<file path="src/hdl/steq_pkg.sv">
// steq_pkg: shared types and constants for the sorted timer event queue
// no dependencies; used by the top level and the testbench
package steq_pkg;

  localparam int CAPACITY    = 32;
  localparam int MAX_RESULTS = 32;
  localparam int IDX_W       = $clog2(CAPACITY);
  localparam int CNT_W       = $clog2(CAPACITY + 1);
  localparam int USEC_ONE_SEC = 1000000;

  typedef enum logic [2:0] {
    OP_INSERT     = 3'd0,
    OP_RM_OWNER   = 3'd1,
    OP_RM_OWNKIND = 3'd2,
    OP_QUERY      = 3'd3,
    OP_EXPIRE     = 3'd4
  } op_t;

  typedef enum logic [1:0] {
    ST_OK      = 2'd0,
    ST_FULL    = 2'd1,
    ST_NOTHING = 2'd2
  } status_t;

  typedef struct packed {
    logic [2:0]  operation;
    logic [31:0] deadline_sec;
    logic [19:0] deadline_usec;
    logic [7:0]  event_kind;
    logic [15:0] owner_id;
    logic [31:0] now_sec;
    logic [19:0] now_usec;
  } in_item_t;

  typedef struct packed {
    logic [1:0]  status;
    logic [31:0] wait_sec;
    logic [19:0] wait_usec;
    logic [7:0]  due_kind;
    logic [15:0] due_owner;
    logic [5:0]  removed_count;
    logic        last;
  } out_item_t;

  typedef struct packed {
    logic [51:0] deadline;
    logic [7:0]  kind;
    logic [15:0] owner;
  } entry_t;

  localparam int ENTRY_W = $bits(entry_t);

endpackage

</file>
<file path="src/hdl/steq_ram.sv">
// steq_ram: simple dual port ram, one write and one registered read port
// generic, no package dependency
module steq_ram #(
  parameter int DEPTH = 32,
  parameter int WIDTH = 76,
  parameter int AW    = $clog2(DEPTH)
) (
  input  logic             clk,
  input  logic             we,
  input  logic [AW-1:0]    waddr,
  input  logic [WIDTH-1:0] wdata,
  input  logic [AW-1:0]    raddr,
  output logic [WIDTH-1:0] rdata
);

  logic [WIDTH-1:0] mem [DEPTH];

  always_ff @(posedge clk) begin
    if (we) begin
      mem[waddr] <= wdata;
    end
    rdata <= mem[raddr];
  end

endmodule

</file>
<file path="src/hdl/sorted_timer_event_queue.sv">
// sorted_timer_event_queue: top level, sequencer around one entry ram
// depends on steq_pkg and steq_ram
//
// usage:
// - input channel in_valid / in_stall / in_data carries one operation item
//   (insert, remove by owner, remove by owner and type, query, expire)
// - result channel out_valid / out_stall / out_data; every operation but an
//   unknown code gives at least one result, the final one has last set
// - entries live in one ram (registered read port), kept sorted by deadline
// - in_stall is high from acceptance until the sequencer is back in idle:
//   after the final result is loaded into the output register, and for expire
//   after the store has been compacted; the output register parts the result
//   side, so the next item is taken while the final result still waits
// - every ram walk steps through a read state then an evaluate/write state
//   per entry; a full store on insert and an empty store on query are
//   answered without a ram walk
// - a stalled receiver holds the sequencer in its send step, nothing is lost
// - reset clears the entry count; no clearing pass, entries above the count
//   are never read
module sorted_timer_event_queue (
  input  logic                clk,
  input  logic                rst_n,
  input  logic                in_valid,
  output logic                in_stall,
  input  steq_pkg::in_item_t  in_data,
  output logic                out_valid,
  input  logic                out_stall,
  output steq_pkg::out_item_t out_data
);

  localparam int IDX_W = steq_pkg::IDX_W;
  localparam int CNT_W = steq_pkg::CNT_W;

  typedef enum logic [3:0] {
    S_IDLE, S_INS_RD, S_INS_EV, S_RM_RD, S_RM_EV, S_Q_EV,
    S_EX_RD, S_EX_EV, S_SH_RD, S_SH_WR, S_SEND
  } state_t;

  state_t              state_r, state_nxt, ret_r, ret_nxt;
  steq_pkg::in_item_t  cur_r, cur_nxt;
  logic [CNT_W-1:0]    cnt_r, cnt_nxt;
  logic [CNT_W-1:0]    idx_r, idx_nxt;    // insert position, read index, shift source
  logic [CNT_W-1:0]    kept_r, kept_nxt;  // compaction / shift destination
  logic [23:0]         pend_r, pend_nxt;  // expired event waiting for its last flag
  logic                have_pend_r, have_pend_nxt;
  steq_pkg::out_item_t res_r, res_nxt;
  steq_pkg::out_item_t out_r, out_nxt;
  logic                out_valid_r, out_valid_nxt;

  logic                ram_we;
  logic [IDX_W-1:0]    ram_waddr, ram_raddr;
  steq_pkg::entry_t    ram_wdata, ram_rdata;

  logic [51:0]         new_dl, now_t;
  steq_pkg::entry_t    new_ent;
  logic                borrow;
  logic [20:0]         wu_full;
  logic [CNT_W-1:0]    dropped;
  logic                tag_match;

  steq_ram #(
    .DEPTH (steq_pkg::CAPACITY),
    .WIDTH (steq_pkg::ENTRY_W),
    .AW    (IDX_W)
  ) u_ram (
    .clk   (clk),
    .we    (ram_we),
    .waddr (ram_waddr),
    .wdata (ram_wdata),
    .raddr (ram_raddr),
    .rdata (ram_rdata)
  );

  assign in_stall  = (state_r != S_IDLE);
  assign out_valid = out_valid_r;
  assign out_data  = out_r;

  assign new_dl  = {cur_r.deadline_sec, cur_r.deadline_usec};
  assign now_t   = {cur_r.now_sec, cur_r.now_usec};
  assign new_ent = '{deadline: new_dl, kind: cur_r.event_kind, owner: cur_r.owner_id};
  assign borrow  = (ram_rdata.deadline[19:0] < cur_r.now_usec);
  assign wu_full = borrow ?
                   21'({1'b0, ram_rdata.deadline[19:0]}) + 21'(steq_pkg::USEC_ONE_SEC)
                   - {1'b0, cur_r.now_usec}
                   : {1'b0, ram_rdata.deadline[19:0]} - {1'b0, cur_r.now_usec};
  assign dropped = cnt_r - kept_r;
  // owner always compared, type only for the owner and type removal
  assign tag_match = (ram_rdata.owner == cur_r.owner_id) &&
                     ((cur_r.operation == steq_pkg::OP_RM_OWNER) ||
                      (ram_rdata.kind == cur_r.event_kind));

  always_comb begin
    state_nxt     = state_r;
    ret_nxt       = ret_r;
    cur_nxt       = cur_r;
    cnt_nxt       = cnt_r;
    idx_nxt       = idx_r;
    kept_nxt      = kept_r;
    pend_nxt      = pend_r;
    have_pend_nxt = have_pend_r;
    res_nxt       = res_r;
    out_nxt       = out_r;
    out_valid_nxt = out_valid_r && out_stall;
    ram_we        = 1'b0;
    ram_waddr     = idx_r[IDX_W-1:0];
    ram_wdata     = ram_rdata;
    ram_raddr     = idx_r[IDX_W-1:0];

    case (state_r)
      S_IDLE: begin
        if (in_valid) begin
          cur_nxt  = in_data;
          res_nxt  = '0;
          res_nxt.last = 1'b1;
          kept_nxt = '0;
          idx_nxt  = '0;
          have_pend_nxt = 1'b0;
          case (in_data.operation)
            steq_pkg::OP_INSERT: begin
              if (cnt_r == CNT_W'(steq_pkg::CAPACITY)) begin
                res_nxt.status = steq_pkg::ST_FULL;
                ret_nxt   = S_IDLE;
                state_nxt = S_SEND;
              end else begin
                idx_nxt   = cnt_r;
                state_nxt = S_INS_RD;
              end
            end
            steq_pkg::OP_RM_OWNER, steq_pkg::OP_RM_OWNKIND: state_nxt = S_RM_RD;
            steq_pkg::OP_QUERY: begin
              if (cnt_r == '0) begin
                res_nxt.status = steq_pkg::ST_NOTHING;
                ret_nxt   = S_IDLE;
                state_nxt = S_SEND;
              end else begin
                ram_raddr = '0;
                state_nxt = S_Q_EV;
              end
            end
            steq_pkg::OP_EXPIRE: state_nxt = S_EX_RD;
            default: state_nxt = S_IDLE;
          endcase
        end
      end

      // walk down from the top, moving later entries up one slot
      S_INS_RD: begin
        if (idx_r == '0) begin
          ram_we    = 1'b1;
          ram_waddr = '0;
          ram_wdata = new_ent;
          cnt_nxt   = cnt_r + 1'b1;
          ret_nxt   = S_IDLE;
          state_nxt = S_SEND;
        end else begin
          ram_raddr = IDX_W'(idx_r - 1'b1);
          state_nxt = S_INS_EV;
        end
      end
      S_INS_EV: begin
        ram_we = 1'b1;
        if (ram_rdata.deadline > new_dl) begin
          ram_wdata = ram_rdata;
          idx_nxt   = idx_r - 1'b1;
          state_nxt = S_INS_RD;
        end else begin
          ram_wdata = new_ent;
          cnt_nxt   = cnt_r + 1'b1;
          ret_nxt   = S_IDLE;
          state_nxt = S_SEND;
        end
      end

      // compaction: keep entries that do not match
      S_RM_RD: begin
        if (idx_r == cnt_r) begin
          cnt_nxt = kept_r;
          res_nxt.removed_count = (int'(dropped) > 63) ? 6'd63 : 6'(dropped);
          ret_nxt   = S_IDLE;
          state_nxt = S_SEND;
        end else begin
          state_nxt = S_RM_EV;
        end
      end
      S_RM_EV: begin
        if (!tag_match) begin
          ram_we    = 1'b1;
          ram_waddr = kept_r[IDX_W-1:0];
          kept_nxt  = kept_r + 1'b1;
        end
        idx_nxt   = idx_r + 1'b1;
        state_nxt = S_RM_RD;
      end

      S_Q_EV: begin
        if (ram_rdata.deadline > now_t) begin
          res_nxt.wait_sec  = ram_rdata.deadline[51:20] - cur_r.now_sec - 32'(borrow);
          res_nxt.wait_usec = wu_full[19:0];
        end
        ret_nxt   = S_IDLE;
        state_nxt = S_SEND;
      end

      // expire: one result behind the scan so the last flag is known
      S_EX_RD: begin
        if ((idx_r == cnt_r) || (int'(idx_r) == steq_pkg::MAX_RESULTS)) begin
          if (have_pend_r) begin
            res_nxt.due_kind  = pend_r[23:16];
            res_nxt.due_owner = pend_r[15:0];
            ret_nxt = S_SH_RD;
          end else begin
            res_nxt.status = steq_pkg::ST_NOTHING;
            ret_nxt = S_IDLE;
          end
          kept_nxt  = '0;
          state_nxt = S_SEND;
        end else begin
          state_nxt = S_EX_EV;
        end
      end
      S_EX_EV: begin
        if (ram_rdata.deadline <= now_t) begin
          pend_nxt      = {ram_rdata.kind, ram_rdata.owner};
          have_pend_nxt = 1'b1;
          idx_nxt       = idx_r + 1'b1;
          if (have_pend_r) begin
            res_nxt.due_kind  = pend_r[23:16];
            res_nxt.due_owner = pend_r[15:0];
            res_nxt.last      = 1'b0;
            ret_nxt   = S_EX_RD;
            state_nxt = S_SEND;
          end else begin
            state_nxt = S_EX_RD;
          end
        end else begin
          // first entry not yet due: the scan ends here
          if (have_pend_r) begin
            res_nxt.due_kind  = pend_r[23:16];
            res_nxt.due_owner = pend_r[15:0];
            ret_nxt = S_SH_RD;
          end else begin
            res_nxt.status = steq_pkg::ST_NOTHING;
            ret_nxt = S_IDLE;
          end
          kept_nxt  = '0;
          state_nxt = S_SEND;
        end
      end

      // close the gap left by expired entries
      S_SH_RD: begin
        if (idx_r == cnt_r) begin
          cnt_nxt   = kept_r;
          state_nxt = S_IDLE;
        end else begin
          state_nxt = S_SH_WR;
        end
      end
      S_SH_WR: begin
        ram_we    = 1'b1;
        ram_waddr = kept_r[IDX_W-1:0];
        kept_nxt  = kept_r + 1'b1;
        idx_nxt   = idx_r + 1'b1;
        state_nxt = S_SH_RD;
      end

      S_SEND: begin
        if (!out_valid_r || !out_stall) begin
          out_nxt       = res_nxt;
          out_valid_nxt = 1'b1;
          res_nxt       = '0;
          res_nxt.last  = 1'b1;
          state_nxt     = ret_r;
        end
      end

      default: state_nxt = S_IDLE;
    endcase
  end

  always_ff @(posedge clk) begin
    if (!rst_n) begin
      state_r     <= S_IDLE;
      ret_r       <= S_IDLE;
      cnt_r       <= '0;
      idx_r       <= '0;
      kept_r      <= '0;
      have_pend_r <= 1'b0;
      out_valid_r <= 1'b0;
    end else begin
      state_r     <= state_nxt;
      ret_r       <= ret_nxt;
      cnt_r       <= cnt_nxt;
      idx_r       <= idx_nxt;
      kept_r      <= kept_nxt;
      have_pend_r <= have_pend_nxt;
      out_valid_r <= out_valid_nxt;
    end
    cur_r  <= cur_nxt;
    pend_r <= pend_nxt;
    res_r  <= res_nxt;
    out_r  <= out_nxt;
  end

`ifndef SYNTH
  a_cnt_bound: assert property (@(posedge clk) disable iff (!rst_n)
    int'(cnt_r) <= steq_pkg::CAPACITY)
    else $error("entry count above capacity");

  a_wr_bound: assert property (@(posedge clk) disable iff (!rst_n)
    ram_we |-> (int'(ram_waddr) <= int'(cnt_r)))
    else $error("ram write beyond stored entries");

  a_send_load: assert property (@(posedge clk) disable iff (!rst_n)
    (state_r == S_SEND && (!out_valid_r || !out_stall)) |=> out_valid_r)
    else $error("result not loaded into output register");
`endif

endmodule

</file>
<file path="config.mk">
export PLATFORM = sky130hd
export DESIGN_NAME = sorted_timer_event_queue
export DESIGN_NICKNAME = d
export VERILOG_FILES = /design/src/hdl/steq_pkg.sv /design/src/hdl/steq_ram.sv /design/src/hdl/sorted_timer_event_queue.sv
export SDC_FILE = /design/constraint.sdc
export NUM_CORES = 2
export LEC_CHECK = 0
export BUFFER_PORTS_ARGS = -buffer_cell sky130_fd_sc_hd__buf_2
export CORE_ASPECT_RATIO = 2
export CORE_UTILIZATION = 51
export CTS_CLUSTER_DIAMETER = 100
export DETAILED_ROUTE_END_ITERATION = 16
export GPL_TIMING_DRIVEN = 0
export PLACE_DENSITY = 0.67
export SLEW_MARGIN = 5
export SYNTH_ARGS = -nofsm -noshare
export SYNTH_HDL_FRONTEND = slang
export SYNTH_SLANG_ARGS = --single-unit
</file>
<file path="constraint.sdc">
create_clock -name clk -period 8.61 [get_ports clk]
set_clock_uncertainty 0.15 [all_clocks]
set_input_delay 1.722 -clock clk [delete_from_list [all_inputs] [get_ports clk]]
set_output_delay 1.722 -clock clk [all_outputs]
set_load 0.02 [all_outputs]
</file>
# Yosys cells after proc, flatten, opt, wreduce, memory -nomap -nowiden
# Memory sizes are Yosys's and may differ from the RTL's. A register that Yosys moved wholly into a read port is not among the register bits.
# Cells that the tools add are included.
dict set report word_totals {
  register_bits 353
  latch_bits 0
  ramBits 2432
  rom_bits 0
  input_bits 135
  word_cells 201
  mem_count 1
}
dict set report op_classes {
  n_addsub 10
  multipliers 0
  n_div 0
  magnitude_cmp 4
  n_eq_ne 37
  shifts 0
  muxes 81
  bitwise 0
  reduce_logical 39
}
# name depth word_bits rd rd_ports_with_merged_regs wr line_no
set mem_list {}
lappend mem_list {u_ram.mem 32 76 1 1 1 steq_ram.sv:16} ;# logic [WIDTH-1:0] mem [DEPTH];
# operator n
set ops {}
lappend ops {{85-bit two-way mux} 2}
lappend ops {{52-bit one-hot mux with 3 select lines} 1}
lappend ops {{76-bit two-way mux} 2}
lappend ops {{76-bit one-hot mux with 2 select lines} 1}
lappend ops {{52-bit > comparator} 2}
lappend ops {{24-bit one-hot mux with 4 select lines} 1}
lappend ops {{4-bit two-way mux} 21}
lappend ops {{6-bit two-way mux} 13}
lappend ops {{52-bit <= comparator} 1}
lappend ops {{52-bit two-way mux} 1}
lappend ops {{24-bit two-way mux} 2}
lappend ops {{4-bit one-hot mux with 11 select lines} 1}
lappend ops {{20-bit subtractor} 2}
lappend ops {{6-bit one-hot mux with 3 select lines} 2}
lappend ops {{32-bit by 1-bit subtractor with 32-bit output} 1}
lappend ops {{32-bit subtractor} 1}
lappend ops {{5-bit two-way mux} 6}
lappend ops {{6-bit one-hot mux with 5 select lines} 1}
lappend ops {{4-bit one-hot mux with 7 select lines} 1}
lappend ops {{2-bit inequality test (second input constant)} 12}
lappend ops {{6-bit one-hot mux with 4 select lines} 1}
lappend ops {{20-bit adder (second input constant)} 1}
lappend ops {{20-bit < comparator} 1}
lappend ops {{20-bit two-way mux} 1}
lappend ops {{other kinds (44)} 93}

# Logic depth before layout (Yosys ltp)
dict set report depth {
  word_depth 7
  mapped_depth 23
}

# Hierarchy
# A second synthesis with hierarchy kept.
dict set report unflattened {
  cells_unflattened 6331
  hier_area_um2 114900.2
}
# mod instances cells_each area_per_inst_um2 seq_area_each_um2
set by_module_without_submodules {}
lappend by_module_without_submodules {steq_ram 1 4435 93978.9 74551.5}
lappend by_module_without_submodules {sorted_timer_event_queue 1 1896 20921.3 10279.9}

# Worst setup path before layout
# No wires, ideal clock.
dict set report synth_path {
  kind {in2reg}
  startpoint {input port out_stall}
  endpoint {register out_r, in the netlist out_data[0], enable pin}
  t_arrival_ns 5.509
  required_time_ns 7.931
  path_slack_ns 2.422
  cell_stages 3
  cell_sequence {nand2_1 > o22ai_1 > nor2_1}
}
dict set report synth_via {
  elab_chain_cells 3
}
# item line_no
set synth_lines {}
lappend synth_lines {{start, declared} sorted_timer_event_queue.sv:27} ;# input logic out_stall,
lappend synth_lines {{1-bit zero test} sorted_timer_event_queue.sv:268} ;# if (!out_valid_r || !out_stall) begin
lappend synth_lines {{1-bit logical OR} sorted_timer_event_queue.sv:268}
lappend synth_lines {{2-bit AND reduction (no line)} --}
lappend synth_lines {{end signal, assigned} sorted_timer_event_queue.sv:302} ;# out_r <= out_nxt;
lappend synth_lines {{end, declared} sorted_timer_event_queue.sv:47} ;# steq_pkg::out_item_t out_r, out_nxt;
# Every way passes these cells.
# A chain may end at the register's enable or synchronous reset.

# Worst setup path after layout
dict set report layout_path {
  startpoint {register u_ram.rdata[26] (read register of u_ram.mem)}
  endpoint {register res_r[79] in the netlist's numbering, data pin}
}
dict set report layout_via {
  elab_chain_cells 4
}
# item line_no
set layout_lines {}
lappend layout_lines {{start, declared} steq_ram.sv:13} ;# output logic [WIDTH-1:0] rdata
lappend layout_lines {{20-bit < comparator} sorted_timer_event_queue.sv:81} ;# assign borrow = (ram_rdata.deadline[19:0] < cur_r.now_usec);
lappend layout_lines {{32-bit by 1-bit subtractor with 32-bit output} sorted_timer_event_queue.sv:197} ;# res_nxt.wait_sec = ram_rdata.deadline[51:20] - cur_r.now_sec - 32'(borrow);
lappend layout_lines {{52-bit two-way mux} sorted_timer_event_queue.sv:196} ;# if (ram_rdata.deadline > now_t) begin
lappend layout_lines {{52-bit one-hot mux with 3 select lines} sorted_timer_event_queue.sv:109} ;# case (state_r)
lappend layout_lines {{end signal, assigned} sorted_timer_event_queue.sv:301} ;# res_r <= res_nxt;
lappend layout_lines {{end, declared} sorted_timer_event_queue.sv:46} ;# steq_pkg::out_item_t res_r, res_nxt;
# Every way passes these cells. The select of a mux whose other input is x is not followed.

==> Implementation_results.wiki <==
{| class="wikitable"
! Metric !! Value
|-
| Area share of xor/xnor cells in the synthesized design || 0.00628
|-
| Proportion of total power due to net switching || 0.402
|-
| Data required time at the worst endpoint || 9060 ps
|-
| Routability congestion estimate || 0.940
|-
| Horiz. Die Dim || 341 µm
|-
| Commonest cells after routing, fill and taps aside || edfxtp_1, nand2_1, nand3_1
|-
| Maximum level of the CTS H-tree || 4
|-
| Cell count of the worst hold path || 0
|-
| Clock transition at the registers of the reported paths || 70 ps
|-
| DR WL/cell || 28.2 µm
|-
| Fill cells || 17500
|-
| Post-CTS setup buffers || 0
|-
| Leak || 46.2 nW
|-
| Top FF cell, synth || edfxtp_1
|-
| Warning count from the yosys run || 0
|-
| Post-Layout Inst Area || 133000 µm²
|-
| Post-route ant nets || 0
|-
| Arrival time at the worst endpoint || 7900 ps
|-
| Clk sinks || 2859
|-
| Total routing resource utilization after global routing || 0.291
|-
| Final cell count without fillers || 12100
|-
| Top cell type's share of synthesized area || 0.706
|-
| Count of cells resized by post-cts repair || 0
|-
| Slew @ Worst Pin || 1570 ps
|-
| Pre-CTS setup slack || 1270 ps
|-
| Hold WC Path Type || register to register
|-
| Mux contribution to synthesized area || 0.0504
|-
| Full die area || 232000 µm²
|-
| Proportion of synthesized chip area in sequential cells || 0.724
|-
| Final critical path time including I/O delays and setup || 7450 ps
|-
| Initial antenna violation count || 18
|-
| Syn Area/Cell || 14.2 µm²
|-
| Type of element capturing the critical path || register
|-
| Outcome || finished, violations left
|-
| Number of remaining DRC errors || 0
|-
| Portion of total power attributed to sequential cells || 0.379
|-
| Dominant cells by area after synthesis || edfxtp_1, nand2_1, mux4_2, nand3_1, ha_1
|-
| Classification of the worst setup path || register to register
|-
| Share of the clock period used by the worst path after layout || 0.865
|-
| Final Net Count || 9206
|-
| Gate count after technology mapping || 8251
|-
| Synth unique cells || 82
|-
| Largest voltage drop on the vdd net || 0.000207 V
|-
| Setup repair after global routing missed its margin || false
|-
| Leading cell type in the layout, fill and taps excluded || edfxtp_1
|-
| Total negative slack for setup checks || 0 ps
|-
| Cell taking the most area after synthesis || edfxtp_1
|-
| Power per Cell Area || 412 nW/µm²
|-
| Total congestion overflow after global routing || 0
|-
| Count of routing violations after the opening detailed-route iteration || 7387
|-
| Share of post-route cells with drive strength above 1 || 0.143
|-
| CP Launch Type || register
|-
| Power spent charging and discharging nets || 22.0 mW
|-
| Worst-Skew Late Latency || 910 ps
|-
| Average vias per placed instance || 6.02
|-
| I/O pin count || 222
|-
| Number of max-slew violations in the final report || 6
|-
| Area growth, synth to finish || 13.4%
|-
| Post-Synth Adder-Cell Area || 0.0243
|-
| Fraction of power consumed by combinational cells || 0.425
|-
| Combinational family with the most area after synthesis || simple AND/OR/NAND/NOR gates
|-
| Effective utilization at floorplan || 0.513
|-
| Hold Buf Count CTS || 0
|-
| Via count of the first global-routing pass || 74100
|-
| Total length of routed wires || 341000 µm
|-
| Largest net degree at the start of global routing || 60
|-
| Endpoints failing hold || 0
|-
| Simple-gate portion of the synthesized area || 0.115
|-
| Maximum frequency from static timing analysis || 134 MHz
|-
| Hold_ws || 263 ps
|-
| Reported max-cap violation count || 2
|-
| Nets in the synthesized netlist || 8603
|-
| Fin worst setup slack || 1160 ps
|-
| Clock buffer count from CTS || 236
|-
| Clock tree from TritonCTS || built
|-
| Post-synthesis sequential element count || 2859
|-
| Detailed-placement wirelength estimate || 249000 µm
|-
| Number of input and output port buffers inserted || 220
|-
| Final core utilization || 0.582
|-
| Placement Cell Area || 125000 µm²
|-
| Wire length of the first global-routing pass || 486000 µm
|-
| Mapped cell area || 117000 µm²
|-
| Power share of the clock group || 0.196
|-
| Share of flip-flops with an asynchronous set or reset after synthesis || 0
|-
| Number of synthesized flops with an enable pin || 2757
|-
| Setup violators final || 0
|-
| Overall via count from detail_route || 72600
|-
| Power after layout || 54.7 mW
|-
| Internal power || 32.7 mW
|-
| Floorplan Core Area || 228000 µm²
|-
| Drt pass-1 iters || 8
|-
| Logic depth of the worst register-to-register path || 20
|-
| # rows || 248
|-
| Clock root cell || clkbuf_16
|-
| Worst rel slew slack || -0.0517
|-
| Longest Clk Path Bufs || 4
|-
| Violations in the final reports || max-capacitance violations, max-slew violations
|-
| Total placed cells including tap cells || 11600
|-
| Chip height || 680 µm
|-
| Peak fanout along the critical path || 10
|-
| Compound-gate portion of the synthesized area || 0.0548
|}
registers in the layout, summed over array words and instances (netlist names), 6 cells and up:
signal	cells
res_r	85
kept_r	6
u_ram.rdata	76
u_ram.mem	2432
cnt_r	6
pend_r	24
out_data	85
idx_r	6
cur_r	131
metal layers:
metal | up-vias | share of wire | track usage
li1 | 32000 | - | -
met1 | 36100 | 0.31 | 0.295
met2 | 3443 | 0.53 | 0.535
met3 | 1054 | 0.067 | 0.0427
met4 | 18 | 0.085 | 0.221
met5 | - | 0.00036 | 0
cell type report:
type                       count  area (µm²)  share of cell area
sequential                  2859       84800               0.639
multi-input combinational   4684       29900               0.225
clock buffer                 313        6440              0.0485
timing repair buffer         365        3790              0.0285
tap                         3000        3750              0.0283
buffer                       457        2050              0.0154
clock inverter               116        1080             0.00811
inverter                     251         942             0.00709
antenna                       16        40.0            0.000301
final timing paths:
kind / from / end / slack (ps)
worst max-delay path: u_ram.rdata[26]$_DFF_P_ / res_r[79]$_SDFFCE_PN0P_ / 1160
worst min-delay path: res_r[2]$_SDFFCE_PN0P_ / out_data[2]$_DFFE_PP_ / 260
worst max register to register: u_ram.rdata[26]$_DFF_P_ / res_r[79]$_SDFFCE_PN0P_ / 1160
worst min register to register: res_r[2]$_SDFFCE_PN0P_ / out_data[2]$_DFFE_PP_ / 260
critical path, cell delays in order (launching register included):
cell and delay (ps):
dfxtp_1 720, ha_1 430, and3b_1 250, or4_1 450
nand3_1 130, a21boi_0 140, nor2_1 230, clkinv_1 370
clkbuf_1 400, fa_1 610, ha_1 170, nor2_1 70
fa_1 420, a21boi_0 360, o22ai_1 250, o21ai_0 610
a31oi_1 390, o221ai_1 470, o21ai_0 180, xor2_1 250
nor2_1 70
power by group through the flow:
stage                     Combinational (mW)  Sequential [mW]  Clock [mW]
after floorplan                         13.7             20.8           0
after global placement                  21.3             21.4           0
after detailed placement                23.0             21.0           0
after CTS                               23.0             20.7        10.8
after global routing                    24.7             20.8        11.2
final                                   23.3             20.8        10.7
cells by family (layout without fill, tap and decap cells):
| kind of cell | count (synthesis) | in the layout |
|---|---|---|
| AO/OA/AOI/OAI | 958 | 958 |
| XOR/XNOR | 84 | 84 |
| adder cells (fa/ha/maj) | 217 | 217 |
| buffers and inverters | 708 | 1502 |
| flip-flops | 2859 | 2859 |
| multiplexers | 366 | 366 |
| other | 0 | 16 |
| AND/OR/NAND/NOR | 3059 | 3059 |
synth_stat cells, drive strengths merged, types with 35 or more instances:
| cell type | instances |
|---|---|
| mux2i | 148 |
| nand2 | 1831 |
| mux4 | 175 |
| a31oi | 96 |
| a21oi | 478 |
| dfxtp | 102 |
| a221oi | 83 |
| mux2 | 43 |
| buf | 236 |
| nor2 | 183 |
| xnor2 | 44 |
| nand3 | 627 |
| nor3 | 35 |
| or4 | 76 |
| and3 | 154 |
| edfxtp | 2757 |
| a311oi | 80 |
| o21ai | 52 |
| xor2 | 40 |
| clkbuf | 221 |
| inv | 249 |
| ha | 200 |
Power figures use the tool's default switching activity.
